`src/rtl/pts_pkg.sv`:
```
package pts_pkg;

    localparam int MAX_TERMS = 32;
    localparam int CNT_W     = $clog2(MAX_TERMS + 1);
    localparam int ADDR_W    = (MAX_TERMS > 1) ? $clog2(MAX_TERMS) : 1;
    localparam int DATA_W    = 32;
    localparam int EPS_W     = 31;
    localparam int TERM_W    = 6;
    localparam int FRAC_W    = 16;
    localparam int CFG_IDX_W = 1;

    typedef enum logic [1:0] {
        ST_OK  = 2'd0,
        ST_EPS = 2'd1,
        ST_OVF = 2'd2
    } t_status;

    typedef enum logic [CFG_IDX_W-1:0] {
        CFG_CENTER = 1'b0,
        CFG_EPS    = 1'b1
    } t_cfg_idx;

    // one run handed from front to back
    typedef struct packed {
        t_status           status;
        logic [CNT_W-1:0]  n;
    } t_cmd;

    // coefficient store write from the front
    typedef struct packed {
        logic                     we;
        logic [ADDR_W-1:0]        addr;
        logic signed [DATA_W-1:0] data;
    } t_store_wr;

    typedef struct packed {
        logic signed [DATA_W-1:0] coeff;
        logic [TERM_W-1:0]        idx;
        logic                     last;
        t_status                  status;
    } t_result;

endpackage

```
`src/rtl/polynomial_taylor_shift.sv`:
```
// channel   | handshake        | payload
// ----------+------------------+---------------------------------------------------
// coeff in  | push / full      | i_coeff_in, i_last_coeff
// result    | pop / empty      | o_shifted_coeff, o_term_index, o_last_result, o_status
// config    | i_cfg_we         | i_cfg_idx, i_cfg_wdata
//
// a coefficient beat is taken while push is high and full is low; the beat marked last starts a run
// a run works through the horner step loop on one shared 32x32 multiplier, each step
// an S_MUL state then an S_ADD state, with the fetch, load and emit states around the loop
// full stays high while a run owns the coefficient store; error runs give one beat
// reset (i_rst_n low, synchronous) clears counts, queues and sets the registers to default
// results wait in a two-beat queue, so pop may stall without losing work
module polynomial_taylor_shift (
    input  logic                                 i_clk,
    input  logic                                 i_rst_n,
    input  logic                                 push,
    output logic                                 full,
    input  logic signed [pts_pkg::DATA_W-1:0]    i_coeff_in,
    input  logic                                 i_last_coeff,
    input  logic                                 pop,
    output logic                                 empty,
    output logic signed [pts_pkg::DATA_W-1:0]    o_shifted_coeff,
    output logic [pts_pkg::TERM_W-1:0]           o_term_index,
    output logic                                 o_last_result,
    output logic [1:0]                           o_status,
    input  logic                                 i_cfg_we,
    input  logic [pts_pkg::CFG_IDX_W-1:0]        i_cfg_idx,
    input  logic [pts_pkg::DATA_W-1:0]           i_cfg_wdata
);

    logic signed [pts_pkg::DATA_W-1:0] r_center;
    logic [pts_pkg::EPS_W-1:0]         r_eps;

    logic               q_push;
    logic               q_full;
    logic               q_pop;
    logic               q_valid;
    pts_pkg::t_cmd      cmd_in;
    pts_pkg::t_cmd      cmd_out;
    pts_pkg::t_store_wr store_wr;
    pts_pkg::t_result   result;
    logic               run_done;

    always_ff @(posedge i_clk) begin
        if (!i_rst_n) begin
            r_center <= '0;
            r_eps    <= pts_pkg::EPS_W'(66);
        end else if (i_cfg_we) begin
            unique case (i_cfg_idx)
                pts_pkg::CFG_CENTER: r_center <= i_cfg_wdata;
                pts_pkg::CFG_EPS:    r_eps    <= i_cfg_wdata[pts_pkg::EPS_W-1:0];
                default:             r_eps    <= r_eps;
            endcase
        end
    end

    pts_front u_front (
        .i_clk      (i_clk),
        .i_rst_n    (i_rst_n),
        .i_push     (push),
        .o_full     (full),
        .i_coeff    (i_coeff_in),
        .i_last     (i_last_coeff),
        .i_eps_zero (r_eps == '0),
        .i_q_full   (q_full),
        .o_q_push   (q_push),
        .o_cmd      (cmd_in),
        .o_store    (store_wr),
        .i_run_done (run_done)
    );

    pts_cmdq u_cmdq (
        .i_clk   (i_clk),
        .i_rst_n (i_rst_n),
        .i_push  (q_push),
        .i_cmd   (cmd_in),
        .o_full  (q_full),
        .i_pop   (q_pop),
        .o_valid (q_valid),
        .o_cmd   (cmd_out)
    );

    pts_back u_back (
        .i_clk       (i_clk),
        .i_rst_n     (i_rst_n),
        .i_cmd_valid (q_valid),
        .i_cmd       (cmd_out),
        .o_cmd_pop   (q_pop),
        .i_store     (store_wr),
        .i_center    (r_center),
        .i_eps       (r_eps),
        .o_run_done  (run_done),
        .o_empty     (empty),
        .i_pop       (pop),
        .o_result    (result)
    );

    assign o_shifted_coeff = result.coeff;
    assign o_term_index    = result.idx;
    assign o_last_result   = result.last;
    assign o_status        = result.status;

endmodule

```
`src/rtl/pts_cmdq.sv`:
```
module pts_cmdq (
    input  logic          i_clk,
    input  logic          i_rst_n,
    input  logic          i_push,
    input  pts_pkg::t_cmd i_cmd,
    output logic          o_full,
    input  logic          i_pop,
    output logic          o_valid,
    output pts_pkg::t_cmd o_cmd
);

    pts_pkg::t_cmd r_q [2];
    logic          r_wp;
    logic          r_rp;
    logic [1:0]    r_cnt;
    logic          push_acc;
    logic          pop_acc;

    assign o_full   = (r_cnt == 2'd2);
    assign o_valid  = (r_cnt != 2'd0);
    assign o_cmd    = r_q[r_rp];
    assign push_acc = i_push && !o_full;
    assign pop_acc  = i_pop && o_valid;

    always_ff @(posedge i_clk) begin
        if (!i_rst_n) begin
            r_wp  <= 1'b0;
            r_rp  <= 1'b0;
            r_cnt <= 2'd0;
        end else begin
            if (push_acc) begin
                r_wp <= !r_wp;
            end
            if (pop_acc) begin
                r_rp <= !r_rp;
            end
            r_cnt <= r_cnt + 2'(push_acc) - 2'(pop_acc);
        end
        if (push_acc) begin
            r_q[r_wp] <= i_cmd;
        end
    end

`ifndef ASSERT_OFF
    a_no_pop_empty: assert property (@(posedge i_clk) disable iff (!i_rst_n)
        i_pop |-> o_valid) else $error("cmd queue popped while empty");
`endif

endmodule

```
`src/rtl/pts_front.sv`:
```
module pts_front (
    input  logic                             i_clk,
    input  logic                             i_rst_n,
    input  logic                             i_push,
    output logic                             o_full,
    input  logic signed [pts_pkg::DATA_W-1:0] i_coeff,
    input  logic                             i_last,
    input  logic                             i_eps_zero,
    input  logic                             i_q_full,
    output logic                             o_q_push,
    output pts_pkg::t_cmd                    o_cmd,
    output pts_pkg::t_store_wr               o_store,
    input  logic                             i_run_done
);

    localparam int CW = pts_pkg::CNT_W;
    localparam int AW = pts_pkg::ADDR_W;

    logic [CW-1:0] r_count;
    logic          r_ovf;
    logic          r_lock;
    logic          accept;
    logic          room;
    logic          ovf_now;

    // the store is owned by the back while an ok run is queued or running
    assign o_full  = i_q_full || r_lock;
    assign accept  = i_push && !o_full;
    assign room    = (r_count < CW'(pts_pkg::MAX_TERMS));
    assign ovf_now = r_ovf || !room;

    assign o_store.we   = accept && room;
    assign o_store.addr = r_count[AW-1:0];
    assign o_store.data = i_coeff;

    assign o_q_push = accept && i_last;

    always_comb begin
        o_cmd.n = r_count + CW'(1);
        priority if (ovf_now) begin
            o_cmd.status = pts_pkg::ST_OVF;
        end else if (i_eps_zero) begin
            o_cmd.status = pts_pkg::ST_EPS;
        end else begin
            o_cmd.status = pts_pkg::ST_OK;
        end
    end

    always_ff @(posedge i_clk) begin
        if (!i_rst_n) begin
            r_count <= '0;
            r_ovf   <= 1'b0;
            r_lock  <= 1'b0;
        end else begin
            if (accept) begin
                if (i_last) begin
                    r_count <= '0;
                    r_ovf   <= 1'b0;
                    r_lock  <= (o_cmd.status == pts_pkg::ST_OK);
                end else if (room) begin
                    r_count <= r_count + CW'(1);
                end else begin
                    r_ovf <= 1'b1;
                end
            end else if (i_run_done) begin
                r_lock <= 1'b0;
            end
        end
    end

`ifndef ASSERT_OFF
    a_store_free: assert property (@(posedge i_clk) disable iff (!i_rst_n)
        o_store.we |-> !r_lock) else $error("store written during a run");
    a_done_locked: assert property (@(posedge i_clk) disable iff (!i_rst_n)
        i_run_done |-> r_lock) else $error("run finished with store unlocked");
`endif

endmodule

```
`src/rtl/pts_back.sv`:
```
module pts_back (
    input  logic                              i_clk,
    input  logic                              i_rst_n,
    input  logic                              i_cmd_valid,
    input  pts_pkg::t_cmd                     i_cmd,
    output logic                              o_cmd_pop,
    input  pts_pkg::t_store_wr                i_store,
    input  logic signed [pts_pkg::DATA_W-1:0] i_center,
    input  logic [pts_pkg::EPS_W-1:0]         i_eps,
    output logic                              o_run_done,
    output logic                              o_empty,
    input  logic                              i_pop,
    output pts_pkg::t_result                  o_result
);

    localparam int CW = pts_pkg::CNT_W;
    localparam int AW = pts_pkg::ADDR_W;
    localparam int DW = pts_pkg::DATA_W;
    localparam int PW = 2 * DW - pts_pkg::FRAC_W;

    typedef enum logic [2:0] {
        S_IDLE,
        S_LOAD,
        S_MUL,
        S_ADD,
        S_EMIT
    } t_state;

    // working coefficient array, also the input store
    logic signed [DW-1:0] r_mem [pts_pkg::MAX_TERMS];
    logic signed [DW-1:0] r_rdata;
    logic [AW-1:0]        rd_addr;
    logic                 mem_we;
    logic [AW-1:0]        mem_wa;
    logic signed [DW-1:0] mem_wd;

    t_state               r_state, n_state;
    pts_pkg::t_status     r_status, n_status;
    logic [CW-1:0]        r_n, n_n;
    logic [AW-1:0]        r_i, n_i;
    logic [AW-1:0]        r_wa, n_wa;
    logic signed [DW-1:0] r_top, n_top;
    logic signed [DW-1:0] r_carry, n_carry;
    logic signed [DW-1:0] r_low, n_low;
    logic signed [PW-1:0] r_prod, n_prod;
    logic signed [DW-1:0] r_b, n_b;

    logic signed [2*DW-1:0] full_prod;
    logic signed [PW:0]     sum;
    logic signed [DW-1:0]   sat_sum;
    logic [DW-1:0]          mag;
    logic                   is_last;
    logic                   back_we;

    pts_pkg::t_result r_oq [2];
    logic             r_oq_wp;
    logic             r_oq_rp;
    logic [1:0]       r_oq_cnt;
    logic             oq_push;
    logic             oq_pop;
    pts_pkg::t_result emit_res;

    assign full_prod = r_carry * i_center;
    // arithmetic shift of the product gives the floor
    assign sum = (PW+1)'(r_low) + (PW+1)'(r_prod);
    assign sat_sum = (sum[PW:DW-1] == {(PW-DW+2){sum[PW]}}) ? sum[DW-1:0]
                   : (sum[PW] ? {1'b1, {(DW-1){1'b0}}} : {1'b0, {(DW-1){1'b1}}});
    assign mag = r_b[DW-1] ? (DW'(0) - r_b) : r_b;
    assign is_last = (r_status != pts_pkg::ST_OK) || ((CW'(r_i) + CW'(1)) == r_n);

    always_comb begin
        emit_res.coeff = (r_status == pts_pkg::ST_OK && mag < {1'b0, i_eps}) ? '0 : r_b;
        emit_res.idx    = pts_pkg::TERM_W'(r_i);
        emit_res.last   = is_last;
        emit_res.status = r_status;
    end

    assign oq_push = (r_state == S_EMIT) && (r_oq_cnt != 2'd2);
    assign oq_pop  = i_pop && (r_oq_cnt != 2'd0);
    assign o_empty = (r_oq_cnt == 2'd0);
    assign o_result = r_oq[r_oq_rp];
    assign o_run_done = oq_push && is_last && (r_status == pts_pkg::ST_OK);

    always_comb begin
        n_state   = r_state;
        n_status  = r_status;
        n_n       = r_n;
        n_i       = r_i;
        n_wa      = r_wa;
        n_top     = r_top;
        n_carry   = r_carry;
        n_low     = r_low;
        n_prod    = r_prod;
        n_b       = r_b;
        rd_addr   = r_wa;
        back_we   = 1'b0;
        o_cmd_pop = 1'b0;
        unique case (r_state)
            S_IDLE: begin
                if (i_cmd_valid) begin
                    o_cmd_pop = 1'b1;
                    n_n       = i_cmd.n;
                    n_status  = i_cmd.status;
                    n_i       = '0;
                    n_b       = '0;
                    rd_addr   = AW'(i_cmd.n - CW'(1));
                    n_state   = (i_cmd.status == pts_pkg::ST_OK) ? S_LOAD : S_EMIT;
                end
            end
            S_LOAD: begin
                n_top   = r_rdata;
                n_carry = r_rdata;
                if (r_n == CW'(1)) begin
                    n_b     = r_rdata;
                    n_state = S_EMIT;
                end else begin
                    n_wa    = AW'(r_n - CW'(2));
                    rd_addr = AW'(r_n - CW'(2));
                    n_state = S_MUL;
                end
            end
            S_MUL: begin
                n_low   = r_rdata;
                n_prod  = full_prod[2*DW-1:pts_pkg::FRAC_W];
                n_state = S_ADD;
            end
            S_ADD: begin
                // one horner step: w[j-1] += floor(w[j] * a), saturated to 32 bits
                back_we = 1'b1;
                n_carry = sat_sum;
                if (r_wa == r_i) begin
                    n_b     = sat_sum;
                    n_state = S_EMIT;
                end else begin
                    n_wa    = r_wa - AW'(1);
                    rd_addr = r_wa - AW'(1);
                    n_state = S_MUL;
                end
            end
            S_EMIT: begin
                if (oq_push) begin
                    if (is_last) begin
                        n_state = S_IDLE;
                    end else begin
                        n_i     = r_i + AW'(1);
                        n_carry = r_top;
                        // top coefficient never changes, so the final pass needs no step
                        if ((CW'(r_i) + CW'(2)) == r_n) begin
                            n_b = r_top;
                        end else begin
                            n_wa    = AW'(r_n - CW'(2));
                            rd_addr = AW'(r_n - CW'(2));
                            n_state = S_MUL;
                        end
                    end
                end
            end
            default: n_state = S_IDLE;
        endcase
    end

    assign mem_we = back_we || i_store.we;
    assign mem_wa = back_we ? r_wa : i_store.addr;
    assign mem_wd = back_we ? sat_sum : i_store.data;

    always_ff @(posedge i_clk) begin
        if (mem_we) begin
            r_mem[mem_wa] <= mem_wd;
        end
        r_rdata <= r_mem[rd_addr];
    end

    always_ff @(posedge i_clk) begin
        if (!i_rst_n) begin
            r_state  <= S_IDLE;
            r_oq_wp  <= 1'b0;
            r_oq_rp  <= 1'b0;
            r_oq_cnt <= 2'd0;
        end else begin
            r_state <= n_state;
            if (oq_push) begin
                r_oq_wp <= !r_oq_wp;
            end
            if (oq_pop) begin
                r_oq_rp <= !r_oq_rp;
            end
            r_oq_cnt <= r_oq_cnt + 2'(oq_push) - 2'(oq_pop);
        end
        r_status <= n_status;
        r_n      <= n_n;
        r_i      <= n_i;
        r_wa     <= n_wa;
        r_top    <= n_top;
        r_carry  <= n_carry;
        r_low    <= n_low;
        r_prod   <= n_prod;
        r_b      <= n_b;
        if (oq_push) begin
            r_oq[r_oq_wp] <= emit_res;
        end
    end

`ifndef ASSERT_OFF
    a_oq_bound: assert property (@(posedge i_clk) disable iff (!i_rst_n)
        r_oq_cnt != 2'd3) else $error("result queue count out of range");
    a_step_range: assert property (@(posedge i_clk) disable iff (!i_rst_n)
        (r_state == S_ADD) |-> (r_wa >= r_i)) else $error("horner step below pass index");
    a_pop_idle: assert property (@(posedge i_clk) disable iff (!i_rst_n)
        o_cmd_pop |-> (r_state == S_IDLE)) else $error("command taken mid run");
`endif

endmodule
```
`config.mk`:
```
export PLATFORM = sky130hd
export DESIGN_NAME = polynomial_taylor_shift
export DESIGN_NICKNAME = d
export VERILOG_FILES = /design/src/rtl/pts_pkg.sv /design/src/rtl/polynomial_taylor_shift.sv /design/src/rtl/pts_cmdq.sv /design/src/rtl/pts_front.sv /design/src/rtl/pts_back.sv
export SDC_FILE = /design/constraint.sdc
export NUM_CORES = 2
export LEC_CHECK = 0
export ABC_CLOCK_PERIOD_IN_PS = 8380
export CAP_MARGIN = 5
export CORE_ASPECT_RATIO = 1.1
export CORE_MARGIN = 10
export CORE_UTILIZATION = 45
export DETAILED_ROUTE_END_ITERATION = 7
export DONT_BUFFER_PORTS = 1
export SLEW_MARGIN = 15
export SYNTH_ARGS = -nofsm -noshare
export SYNTH_HDL_FRONTEND = slang
export SYNTH_SLANG_ARGS = --single-unit
```
`constraint.sdc`:
```
create_clock -name i_clk -period 8.38 [get_ports i_clk]
set_clock_uncertainty 0.05 [all_clocks]
set_input_delay 1.257 -clock i_clk [delete_from_list [all_inputs] [get_ports i_clk]]
set_output_delay 1.257 -clock i_clk [all_outputs]
set_load 0.005 [all_outputs]
```
==> metrics.yaml <==
status:
  status: "finished, final reports clean"
synth:
  synth_area_mm2: 0.09606
  synth.most_common_cell: "nand2_1"
  synth-simple-area-share_pct: 14.75
  synth_edf_count: 1314
  synth_top_area_share_pct: 41.08
  synth-xor-area-share_pct: 1.431
  synth_top_family_by_area: "adder cells"
  synth_mux_area_share_pct: 2.093
  synth_area_leaders: "edfxtp_1 (41%), fa_1 (23%), nand2_1 (6.0%)"
  yosysUniqueCellTypes: 97
  synth_top_area_cell: "edfxtp_1"
  ys_ff_latch: 1430
  yosys-top-cells-count: "nand2_1 (1536), edfxtp_1 (1314), fa_1 (1082)"
  synthAdderAreaFrac_pct: 26.05
  synthArstFlopShare_pct: 0
  synth-compound-area-share_pct: 6.182
  syn_area_per_cell_um2: 11.33
  syn_nets: 9902
  yosysWarningCount: 0
  syn_inst: 8480
  yosys_most_used_dff: "edfxtp_1"
  seq_area_frac_synth_pct: 43.49
floorplanning:
  io_pins: 114
  die_x_um: 460.5
  initial_core_util_pct: 45.32
  die_h_um: 504.6
  die_area_mm2: 0.2324
  num_rows: 177
  core_mm2: 0.2119
clock_network:
  clockBufferDepth: 3
  cts.sinks: 1430
  cts-root-buf: "clkbuf_16"
  clock_latency_ps: 800
  clkTransAtPathRegs_ps: 60
  numCtsBuffers: 154
  h-tree-depth: 4
  cts_tree: "yes"
placed_design:
  dp_hpwl_um: 186900
  io_buffers: 0
  gp_congestion: 0.8969
  dpl.cell_count: 11043
  place_area_mm2: 0.1004
hold_path:
  min_path_type: "flip-flop to flip-flop"
sta:
  tightestPinTransition_ps: 1192
  fmax_mhz: 122.9
  slew_headroom_pct: 20.37
  fin_crit_sh_pct: 97.11
  period_needed_ps: 8138
  setup_viol: 0
  drv_slew: 0
  finalHoldViolCount: 0
routing:
  wirelength_um: 263000
  final_antenna_net_count: 0
  wire_per_inst_um: 23.14
  drt_first_pass_iters: 6
  viasPerCell: 5.518
  num_vias: 62722
  route.detailed.drc: 0
  drt-initial-drc-count: 5167
grt:
  first_global_vias: 65251
  grt-busiest-layer: "met2"
  use_met2_pct: 37.79
  grtUsageTotal_pct: 22.53
  grt_pass1_wl_um: 403800
  grt_overflow_total: 0
  antenna_found_initial: 34
  grt_max_degree: 145
  grt_util_met3_pct: 2.944
  globalRouteMet1Util_pct: 29.69
job:
  maxCapViolCount: 0
worst_setup_path:
  cp.required_ps: 8850
  cpMostUsedCell: "fa_1"
  crit_slowest_cell: "fa_1"
  critPathLaunchType: "flip-flop"
  worstPathArrival_ps: 8610
  cpPeakStageDelay_ps: 570
  crit_buf_inv: 6
  end_kind: "flip-flop"
  cp_max_fo: 16
  path_delay_family: "adder cells"
  crit_type: "flip-flop to flip-flop"
final_layout:
  post-route-util_pct: 49.94
  drive_gt1_share_pct: 8.607
  final_area_mm2: 0.1058
  nNetsFinal: 9857
  syn2layout_area_growth_pct: 10.18
  layout.cells.non_filler: 11367
-- through the flow --
step | setup TNS, ps | setup WS (ps) | hold slack [ps]
global route | -231.2 | -83.40 | 449.3
detailed placement | -266.1 | -91.84 | 420.9
finish | 0 | 242.2 | 431.6
CTS | 0 | 28.26 | 429.8
floorplan | 0 | 254.3 | 379.3
global placement | -504.2 | -144.7 | 393.5
-- logic make-up after synthesis --
| family | Yosys count |
|---|---|
| mux | 187 |
| other cells | 1 |
| simple gates | 3008 |
| compound gates | 874 |
| buf+inv | 1472 |
| flops | 1430 |
| fa+ha+maj | 1351 |
| xor+xnor | 157 |
-- flip-flops by register name, indices dropped and copies added, names as in the netlist, 2 cells and up, named ones only --
signal,cells
u_back.r_i,5
u_back.r_oq_cnt,2
u_back.r_low,32
u_back.r_prod,48
u_front.r_count,6
u_back.r_mem,1024
r_center,32
u_cmdq.r_cnt,2
u_back.r_carry,32
u_back.r_top,32
u_back.r_rdata,32
u_back.r_state,3
u_back.r_b,32
r_eps,31
u_back.r_oq,80
u_back.r_n,6
u_back.r_status,2
u_back.r_wa,5
u_cmdq.r_q,16
-- final cells by class --
| class | count | area [µm²] |
|---|---|---|
| fillers | 18720 | 106100 |
| multi-input cells | 5578 | 48980 |
| flip-flops and latches | 1430 | 41780 |
| clock buffers | 189 | 4078 |
| inverters | 1000 | 3754 |
| well taps | 2774 | 3471 |
| repair buffers | 271 | 2639 |
| clock inverters | 95 | 1064 |
| diodes | 30 | 75.07 |
-- layout by cell type, fill, tap and decap left out, types with 18 or more instances in the layout --
cell / synthesis / final
o21ai_1: 36 / 38
buf_12: 0 / 46
nand3_1: 366 / 365
nor2_4: 0 / 39
clkbuf_1: 344 / 28
o21ai_0: 90 / 87
ha_1: 269 / 267
a211oi_1: 21 / 20
o22a_1: 32 / 32
nand2b_1: 28 / 27
a21o_1: 61 / 61
nand4_1: 124 / 124
o21a_1: 18 / 18
nor2b_1: 25 / 24
clkinv_1: 1 / 36
a21oi_1: 176 / 173
o31ai_1: 22 / 21
xnor2_1: 114 / 114
clkbuf_16: 0 / 157
o22ai_1: 37 / 37
nor3_1: 31 / 30
and2_1: 541 / 539
a21boi_0: 63 / 62
buf_4: 12 / 221
dfxtp_1: 116 / 115
edfxtp_1: 1314 / 1314
inv_1: 999 / 996
mux2_2: 109 / 109
nor3b_2: 28 / 30
a22oi_1: 69 / 69
a31oi_1: 43 / 42
xor2_1: 43 / 43
fa_1: 1082 / 1080
nand2_1: 1536 / 1535
diode_2: 0 / 30
nor2_1: 236 / 200
mux2i_1: 76 / 76
o211ai_1: 110 / 110
clkinv_2: 0 / 18
-- timing repair --
action                     in CTS  in global routing
setup buffers                   0                  7
setup endpoints to repair       7                 13
gates cloned                    0                  1
gates resized for setup         3                 25
pin swaps                       0                  6
hold buffers                    0                  0
-- path summary, 6_finish.rpt --
kind | from | depth (start not counted) | to | slack [ps]
setup / recovery | u_back.r_carry[10] | 27 | u_back.r_prod[41] | 240
hold / removal | r_center[26] | 2 | r_center[26] | 430
setup reg to reg | u_back.r_carry[10] | 27 | u_back.r_prod[41] | 240
hold reg to reg | r_center[26] | 2 | r_center[26] | 430
-- worst reg2reg max path: stages (launching register included) --
cell and delay (ps):
edfxtp_1 470, buf_4 250, and2_1 210, fa_1 510, fa_1 520, inv_1 50
fa_1 470, fa_1 500, fa_1 560, inv_1 60, fa_1 510, fa_1 570
fa_1 440, ha_1 360, a21o_1 200, a21o_1 170, a21oi_1 230, o21bai_1 150
nor4_2 260, buf_4 190, o21ai_1 90, buf_4 170, a21boi_2 130, buf_4 160
nor2b_1 60, or2_2 290, a21oi_1 180, xnor2_1 80
-- per-layer routing --
layer	vias to the layer above	wire length [µm]
met2	1885	130500
met1	32260	108300
met4	4	9702
met5	-	27
li1	28122	-
met3	451	14510
Power is left out: the tool's default activity adds up to more than one toggle a clock period on the data nets, which glitch-free logic cannot reach.
